## config.mk

```make
export PLATFORM = sky130hd
export DESIGN_NAME = piecewise_linear_limit_lookup_core
export DESIGN_NICKNAME = d
export VERILOG_FILES = /design/src/rtl/pwl_pkg.sv /design/src/rtl/pwl_ram.sv /design/src/rtl/piecewise_linear_limit_lookup_core.sv
export SDC_FILE = /design/constraint.sdc
export NUM_CORES = 2
export LEC_CHECK = 0
export ABC_CLOCK_PERIOD_IN_PS = 12070
export BUFFER_PORTS_ARGS = -buffer_cell sky130_fd_sc_hd__buf_4
export CORE_ASPECT_RATIO = 1.2
export CORE_MARGIN = 2
export CORE_UTILIZATION = 45
export DETAILED_ROUTE_END_ITERATION = 12
export GPL_ROUTABILITY_DRIVEN = 0
export GPL_TIMING_DRIVEN = 0
export PLACE_DENSITY_LB_ADDON = 0.2
export SETUP_SLACK_MARGIN = 0.05
export SYNTH_ARGS = -nofsm -noshare
export SYNTH_HDL_FRONTEND = slang
export SYNTH_SLANG_ARGS = --single-unit
```

## constraint.sdc

```tcl
create_clock -name clk_i -period 12.07 [get_ports clk_i]
set_input_delay 0.6035 -clock clk_i [delete_from_list [all_inputs] [get_ports clk_i]]
set_output_delay 0.6035 -clock clk_i [all_outputs]
set_load 0.02 [all_outputs]
```

## src/rtl/pwl_pkg.sv

```systemverilog
package pwl_pkg;

  // width of every temperature code and limit
  localparam int unsigned DataW = 16;

  // kind codes of an input word
  localparam logic KIND_LOOKUP = 1'b0;
  localparam logic KIND_WRITE  = 1'b1;

  // one table point as stored in the ram
  typedef struct packed {
    logic [DataW-1:0] temp_ref;
    logic [DataW-1:0] low;
    logic [DataW-1:0] high;
  } point_t;

  // lookup sequencer
  typedef enum logic [2:0] {
    S_IDLE,
    S_FIRST,
    S_SCAN,
    S_MUL,
    S_DIV,
    S_APPLY,
    S_OUT
  } state_e;

endpackage

```

## src/rtl/pwl_ram.sv

```systemverilog
module pwl_ram #(
  parameter int Width = 48,
  parameter int Depth = 20
) (
  input  logic                     clk_i,
  input  logic                     we_i,
  input  logic [$clog2(Depth)-1:0] waddr_i,
  input  logic [Width-1:0]         wdata_i,
  input  logic [$clog2(Depth)-1:0] raddr_i,
  output logic [Width-1:0]         rdata_o
);

  logic [Width-1:0] mem_q [Depth];

  // one write port, one registered read port
  always_ff @(posedge clk_i) begin
    if (we_i) begin
      mem_q[waddr_i] <= wdata_i;
    end
    rdata_o <= mem_q[raddr_i];
  end

endmodule

```

## src/rtl/piecewise_linear_limit_lookup_core.sv

```systemverilog
// Write word: taken while idle, no result; ready stays high.
// Lookup word: the point scan reads one table point per cycle from the ram; interpolation
// then runs one multiply, 16 divide steps and one apply per limit on the shared unit.
// One lookup at a time: ready is low from acceptance of a lookup until the result word is taken.
// Reset (rst_ni low, asynchronous) clears the point valid bits and the held limits to zero.
module piecewise_linear_limit_lookup_core #(
  parameter int TABLE_POINTS = 20
) (
  input  logic                      clk_i,
  input  logic                      rst_ni,
  input  logic                      in_valid_i,
  output logic                      in_ready_o,
  input  logic                      kind_i,
  input  logic [4:0]                entry_index_i,
  input  logic [pwl_pkg::DataW-1:0] point_temperature_i,
  input  logic [pwl_pkg::DataW-1:0] point_low_i,
  input  logic [pwl_pkg::DataW-1:0] point_high_i,
  input  logic [pwl_pkg::DataW-1:0] temperature_i,
  output logic                      out_valid_o,
  input  logic                      out_ready_i,
  output logic                      found_o,
  output logic [pwl_pkg::DataW-1:0] low_limit_o,
  output logic [pwl_pkg::DataW-1:0] high_limit_o
);

  localparam int AW = $clog2(TABLE_POINTS);
  localparam int XW = (AW > 5) ? AW : 5;
  localparam int DW = pwl_pkg::DataW;
  localparam int PW = $bits(pwl_pkg::point_t);
  localparam logic [AW-1:0] LastIdx = AW'(TABLE_POINTS - 1);

  pwl_pkg::state_e state_q, state_d;

  logic                   in_acc, out_acc;
  logic                   wr_en;
  logic [XW-1:0]          idx_wide;
  logic [AW-1:0]          rd_addr;
  logic [PW-1:0]          rd_data;
  pwl_pkg::point_t        cur_pt;
  logic [TABLE_POINTS-1:0] valid_q;
  logic                   vld_rd_q;

  logic [DW-1:0]          t_q;
  pwl_pkg::point_t        prev_q, next_q;
  logic [AW-1:0]          nxt_q;
  logic                   found_q;
  logic [DW-1:0]          held_low_q, held_high_q;
  logic                   sel_q;
  logic                   neg_q;
  logic [DW-1:0]          num_q, den_q;
  logic [2*DW-1:0]        sh_q;
  logic [DW:0]            rem_q;
  logic [3:0]             cnt_q;

  logic                   first_bad;
  logic [DW-1:0]          op_a, op_b;
  logic [DW:0]            diff;
  logic [DW-1:0]          diff_mag;
  logic [DW-1:0]          rem_src;
  logic [DW:0]            trial;
  logic                   qbit;
  logic [DW-1:0]          quo_adj, blend_res;

  assign in_ready_o  = (state_q == pwl_pkg::S_IDLE);
  assign out_valid_o = (state_q == pwl_pkg::S_OUT);
  assign in_acc      = in_valid_i && in_ready_o;
  assign out_acc     = out_valid_o && out_ready_i;
  assign found_o     = found_q;
  assign low_limit_o = held_low_q;
  assign high_limit_o = held_high_q;

  // table write port
  assign idx_wide = XW'(entry_index_i);
  assign wr_en    = in_acc && (kind_i == pwl_pkg::KIND_WRITE) &&
                    (int'(entry_index_i) < TABLE_POINTS);

  // read address: point 0 while idle, then walk forward one point a cycle
  always_comb begin
    case (state_q)
      pwl_pkg::S_IDLE:  rd_addr = '0;
      pwl_pkg::S_FIRST: rd_addr = AW'(1);
      pwl_pkg::S_SCAN:  rd_addr = (nxt_q == LastIdx) ? '0 : nxt_q + AW'(1);
      default:          rd_addr = '0;
    endcase
  end

  pwl_ram #(
    .Width(PW),
    .Depth(TABLE_POINTS)
  ) u_table (
    .clk_i  (clk_i),
    .we_i   (wr_en),
    .waddr_i(idx_wide[AW-1:0]),
    .wdata_i({point_temperature_i, point_low_i, point_high_i}),
    .raddr_i(rd_addr),
    .rdata_o(rd_data)
  );

  // a point never written reads as zero
  assign cur_pt = vld_rd_q ? pwl_pkg::point_t'(rd_data) : '0;

  always_ff @(posedge clk_i or negedge rst_ni) begin
    if (!rst_ni) begin
      valid_q  <= '0;
      vld_rd_q <= 1'b0;
    end else begin
      if (wr_en) begin
        valid_q[idx_wide[AW-1:0]] <= 1'b1;
      end
      vld_rd_q <= valid_q[rd_addr];
    end
  end

  assign first_bad = (cur_pt.temp_ref == '0) || (cur_pt.low == '0) ||
                     (cur_pt.high == '0) || (cur_pt.high < cur_pt.low);

  // shared blend unit operands: low limits first, then high limits
  assign op_a     = sel_q ? prev_q.high : prev_q.low;
  assign op_b     = sel_q ? next_q.high : next_q.low;
  assign diff     = {1'b0, op_b} - {1'b0, op_a};
  assign diff_mag = diff[DW] ? DW'(-diff) : diff[DW-1:0];

  // one restoring divide step per cycle
  assign rem_src = (cnt_q == '0) ? sh_q[2*DW-1:DW] : rem_q[DW-1:0];
  assign trial   = {rem_src, sh_q[DW-1]};
  assign qbit    = (trial >= {1'b0, den_q});

  // floor of a negative quotient rounds away from zero
  assign quo_adj   = sh_q[DW-1:0] + DW'(neg_q && (rem_q != '0));
  assign blend_res = neg_q ? op_a - quo_adj : op_a + quo_adj;

  // state register
  always_ff @(posedge clk_i or negedge rst_ni) begin
    if (!rst_ni) begin
      state_q <= pwl_pkg::S_IDLE;
    end else begin
      state_q <= state_d;
    end
  end

  // next state
  always_comb begin
    state_d = state_q;
    case (state_q)
      pwl_pkg::S_IDLE: begin
        if (in_acc && (kind_i == pwl_pkg::KIND_LOOKUP)) begin
          state_d = pwl_pkg::S_FIRST;
        end
      end
      pwl_pkg::S_FIRST: begin
        if (first_bad || (t_q <= cur_pt.temp_ref)) begin
          state_d = pwl_pkg::S_OUT;
        end else begin
          state_d = pwl_pkg::S_SCAN;
        end
      end
      pwl_pkg::S_SCAN: begin
        if (cur_pt.temp_ref == '0) begin
          state_d = pwl_pkg::S_OUT;
        end else if (t_q <= cur_pt.temp_ref) begin
          state_d = pwl_pkg::S_MUL;
        end else if (nxt_q == LastIdx) begin
          state_d = pwl_pkg::S_OUT;
        end
      end
      pwl_pkg::S_MUL:   state_d = pwl_pkg::S_DIV;
      pwl_pkg::S_DIV: begin
        if (cnt_q == 4'hF) begin
          state_d = pwl_pkg::S_APPLY;
        end
      end
      pwl_pkg::S_APPLY: state_d = sel_q ? pwl_pkg::S_OUT : pwl_pkg::S_MUL;
      pwl_pkg::S_OUT: begin
        if (out_acc) begin
          state_d = pwl_pkg::S_IDLE;
        end
      end
      default: state_d = pwl_pkg::S_IDLE;
    endcase
  end

  // held limits and result flag
  always_ff @(posedge clk_i or negedge rst_ni) begin
    if (!rst_ni) begin
      held_low_q  <= '0;
      held_high_q <= '0;
      found_q     <= 1'b0;
    end else begin
      case (state_q)
        pwl_pkg::S_FIRST: begin
          if (first_bad) begin
            found_q <= 1'b0;
          end else if (t_q <= cur_pt.temp_ref) begin
            found_q     <= 1'b1;
            held_low_q  <= cur_pt.low;
            held_high_q <= cur_pt.high;
          end
        end
        pwl_pkg::S_SCAN: begin
          if (cur_pt.temp_ref == '0) begin
            found_q     <= 1'b1;
            held_low_q  <= prev_q.low;
            held_high_q <= prev_q.high;
          end else if (t_q <= cur_pt.temp_ref) begin
            found_q <= 1'b1;
          end else if (nxt_q == LastIdx) begin
            found_q <= 1'b0;
          end
        end
        pwl_pkg::S_APPLY: begin
          if (sel_q) begin
            held_high_q <= blend_res;
          end else begin
            held_low_q <= blend_res;
          end
        end
        default: ;
      endcase
    end
  end

  // scan and blend datapath
  always_ff @(posedge clk_i) begin
    case (state_q)
      pwl_pkg::S_IDLE: begin
        t_q <= temperature_i;
      end
      pwl_pkg::S_FIRST: begin
        prev_q <= cur_pt;
        nxt_q  <= AW'(1);
      end
      pwl_pkg::S_SCAN: begin
        if (t_q <= cur_pt.temp_ref) begin
          next_q <= cur_pt;
          num_q  <= t_q - prev_q.temp_ref;
          den_q  <= cur_pt.temp_ref - prev_q.temp_ref;
          sel_q  <= 1'b0;
        end else begin
          prev_q <= cur_pt;
          nxt_q  <= nxt_q + AW'(1);
        end
      end
      pwl_pkg::S_MUL: begin
        sh_q  <= (2*DW)'(diff_mag) * (2*DW)'(num_q);
        neg_q <= diff[DW];
        cnt_q <= '0;
      end
      pwl_pkg::S_DIV: begin
        rem_q <= qbit ? trial - {1'b0, den_q} : trial;
        sh_q  <= {sh_q[2*DW-2:0], qbit};
        cnt_q <= cnt_q + 4'd1;
      end
      pwl_pkg::S_APPLY: begin
        sel_q <= 1'b1;
      end
      default: ;
    endcase
  end

  // a result is never shown while a new word could be taken
  assert property (@(posedge clk_i) disable iff (!rst_ni) out_valid_o |-> !in_ready_o)
    else $error("result shown while ready");

  // taking the result frees the block in the next cycle
  assert property (@(posedge clk_i) disable iff (!rst_ni) out_acc |=> in_ready_o)
    else $error("block not idle after result taken");

  // the divisor of an interpolation is never zero
  assert property (@(posedge clk_i) disable iff (!rst_ni)
    (state_q == pwl_pkg::S_DIV) |-> (den_q != '0))
    else $error("zero divisor in blend");

  // partial remainder stays below the divisor
  assert property (@(posedge clk_i) disable iff (!rst_ni)
    ((state_q == pwl_pkg::S_DIV) && (cnt_q != '0)) |-> (rem_q < {1'b0, den_q}))
    else $error("divide remainder out of range");

  // the interpolated temperature lies inside its segment
  assert property (@(posedge clk_i) disable iff (!rst_ni)
    (state_q == pwl_pkg::S_MUL) |-> ((num_q != '0) && (num_q <= den_q)))
    else $error("temperature outside segment");

endmodule
```

==> results.md <==
- Global-route wire length before repair: 243000 µm
- Flop and latch count out of synthesis: 1253
- Footprint of the multi-input gates: 0.0229 mm²
- YS warnings: 0
- TritonCTS buffer count: 121
- Setup-failing EPs final: 0
- Peak Freq: 0.0868 GHz
- Post-synth EDFFs: 1148
- FFs w/ async S/R, synth: 4.55%
- # H-tree levels: 3
- Crit end category: flip-flop
- RSZ-0062 raised after global routing: false
- Vias in the first global route: 37886
- Routed WL: 163000 µm
- Die H: 409 µm
- Min Clock Period, post-route: 11.52 ns
- Final ANT Viol Nets: 0
- Initial Utilization: 45.4%
- NumNets Final: 5090
- Clock tree buffer depth: 3
- Leading cell type in the layout, fill and taps excluded: edfxtp_1
- Sequential-to-total area share from yosys stat: 59.8%
- Most frequent cells in the layout: 1148 x edfxtp_1, 430 x nand2_1, 341 x inv_1
- Port-buffer cells: 108
- Root buffer cell: clkbuf_16
- Outcome: finished clean
- DRT Pass-1 Iters: 5
- Routed len/inst: 25.0 µm
- Total core area: 0.136 mm²
- Reported max-cap violation count: 0
- WP data required: 12.50 ns
- Die area: 0.140 mm²
- Hold Fails Final Rpt: 0
- Cells after Synth: 4297
- Layout cells sized above 1: 16.6%
- Clk pin slew, worst setup/hold paths: 0.06 ns
- CP max stage cell: xor2_1
- Clk_lat worst skew: 0.77 ns
- Post-CTS Setup Bufs: 0
- Top cell by count, worst path: fa_1
- Largest net degree at the start of global routing: 65
- Critical path type: reg2reg
- FILL cells: 11358
- Synth Net Count: 4789
- Drt drc: 0
- Drt via density: 5.62
- Worst-path fanout max: 10
- Seq. cell area: 0.0369 mm²
- Tot GR Track Use: 23.5%
- Tcrit/Tclk final: 95.4%
- Num ports: 109
- Top_reg_cell synth: edfxtp_1
- Post-Syn Area: 0.0616 mm²
- Largest stage delay, worst path: 0.77 ns
- DRT iter0 DRCs: 3089
- CP arrival: 11.95 ns
- Hold Path Class: in2reg
- Avg Cell Area, Syn: 14.3 µm²
- Slew of the pin with the lowest slew margin: 1.25 ns
- Fin Clk Skew: 0.0664 ns
- Hpwl dp: 123000 µm
- CP startpoint kind: flip-flop
- CTS Sinks: 1253
- Gr ovfl total: 0
- Fin worst setup slack: 0.554 ns
- Setup slack after placement: 0.470 ns
- Die X: 342 µm
- Synth cell types: 87
- Num rows: 148
- CTS tree: yes
- Antenna violations before repair: 9
- Worst slew margin: 16.3%
- Area Overhead vs Synth: 13.8%
- Final Max Tran Viols: 0
- Vias: 36573
## registers in the layout, summed over array words and instances (netlist names)
| register | count |
|---|---|
| high_limit_o | 16 |
| num_q | 16 |
| sh_q | 32 |
| found_o | 1 |
| neg_q | 1 |
| cnt_q | 4 |
| u_table.mem_q | 960 |
| vld_rd_q | 1 |
| next_q | 32 |
| valid_q | 20 |
| state_q | 3 |
| u_table.rdata_o | 48 |
| t_q | 16 |
| low_limit_o | 16 |
| den_q | 16 |
| sel_q | 1 |
| prev_q | 48 |
| nxt_q | 5 |
| rem_q | 17 |
## final cells by class
class | instances | share of cell area [%]
Sequential cell | 1253 | 52.5
Clock inverter | 68 | 1.01
Antenna cell | 2 | 0.00713
Clock buffer | 163 | 4.85
Buffer | 178 | 1.09
Tap cell | 1800 | 3.21
Multi-Input combinational cell | 2523 | 32.7
Timing Repair Buffer | 178 | 2.76
Inverter | 343 | 1.86
## critical path: cells and delay by family, from the launching register on
family                     cells  cell delay [ns]
DFF                            1             0.32
adders and majority gates      8             3.77
xor gates and xnor gates       2             0.92
AOI/OAI and AO/OA              9             2.19
muxes                          1             0.51
buffers and inverters          9             1.99
and+or+nand+nor                7             1.49
## metrics by stage
stage / instance area (µm²) / setup TNS, ns / std cells / hold slack, ns / util, %
2_1_floorplan: 61600 / 0 / 4297 / 0.308 / -
3_3_place_gp: 64700 / -378.09 / 6205 / 0.446 / 47.7
3_5_place_dp: 66000 / 0 / 6268 / 0.448 / 48.6
4_1_cts: 70100 / 0 / 6506 / 0.0182 / 51.7
5_1_grt: 70200 / 0 / 6506 / 0.0560 / 51.7
6_report: 70200 / 0 / 6508 / 0.0735 / 51.7
## path summary, 6_finish.rpt
kind	slack (ns)	endpoint	cells past startpoint	startpoint
worst min-delay path	0.07	t_q[12]	1	temperature_i[12]
min in group asynchronous	0.49	low_limit_o[15]	2	rst_ni
max in group asynchronous	10.98	low_limit_o[1]	2	rst_ni
worst min register to register	0.47	valid_q[2]	1	valid_q[2]
worst max-delay path	0.55	sh_q[30]	36	sel_q
worst max register to register	0.55	sh_q[30]	36	sel_q
## what timing repair did
action                                  in CTS  in global routing
gates resized for setup                      0                  6
endpoints found under the hold margin       63                  0
hold buffers                                 7                  0
endpoints found under the setup margin       0                  4
## layer usage
| layer | up-vias | global-route usage [%] | part of all wire, % |
|---|---|---|---|
| met5 | - | 0 | 0.029 |
| met4 | 6 | 8.71 | 3.6 |
| met3 | 271 | 3.67 | 6.0 |
| met2 | 1103 | 42.1 | 52 |
| met1 | 18833 | 28.5 | 38 |
| li1 | 16360 | - | - |
## cell families (layout without fill, tap and decap cells)
family	count (synthesis)	count (layout)	synth area share, %
muxes	311	311	10.1
DFF	1253	1253	59.8
buffers and inverters	521	930	3.35
xor gates and xnor gates	131	131	1.91
other	0	2	0
adders and majority gates	418	418	10.9
and+or+nand+nor	1145	1145	8.61
AOI/OAI and AO/OA	518	518	5.32
## Yosys cell counts (36+ instances only)
master    count  area, µm²
edfxtp_1   1148      34500
nand2_1     430       1610
inv_1       342       1280
nor2_1      287       1080
mux4_2      245       5520
ha_1        219       2740
fa_1        199       3980
o21ai_0     192        961
and2_1      117        732
a21oi_1     103        515
clkbuf_1    102        383
xnor2_1      86        753
nand3_1      78        390
dfrtp_1      57       1430
dfxtp_1      48        961
mux2_2       43        484
nor3_1       41        205
xor2_1       41        359
buf_2        39        195
nor2b_1      37        231
a21o_1       36        270
Power is left out: the tool's default activity adds up to more than one toggle a clock period on the data nets, which glitch-free logic cannot reach.
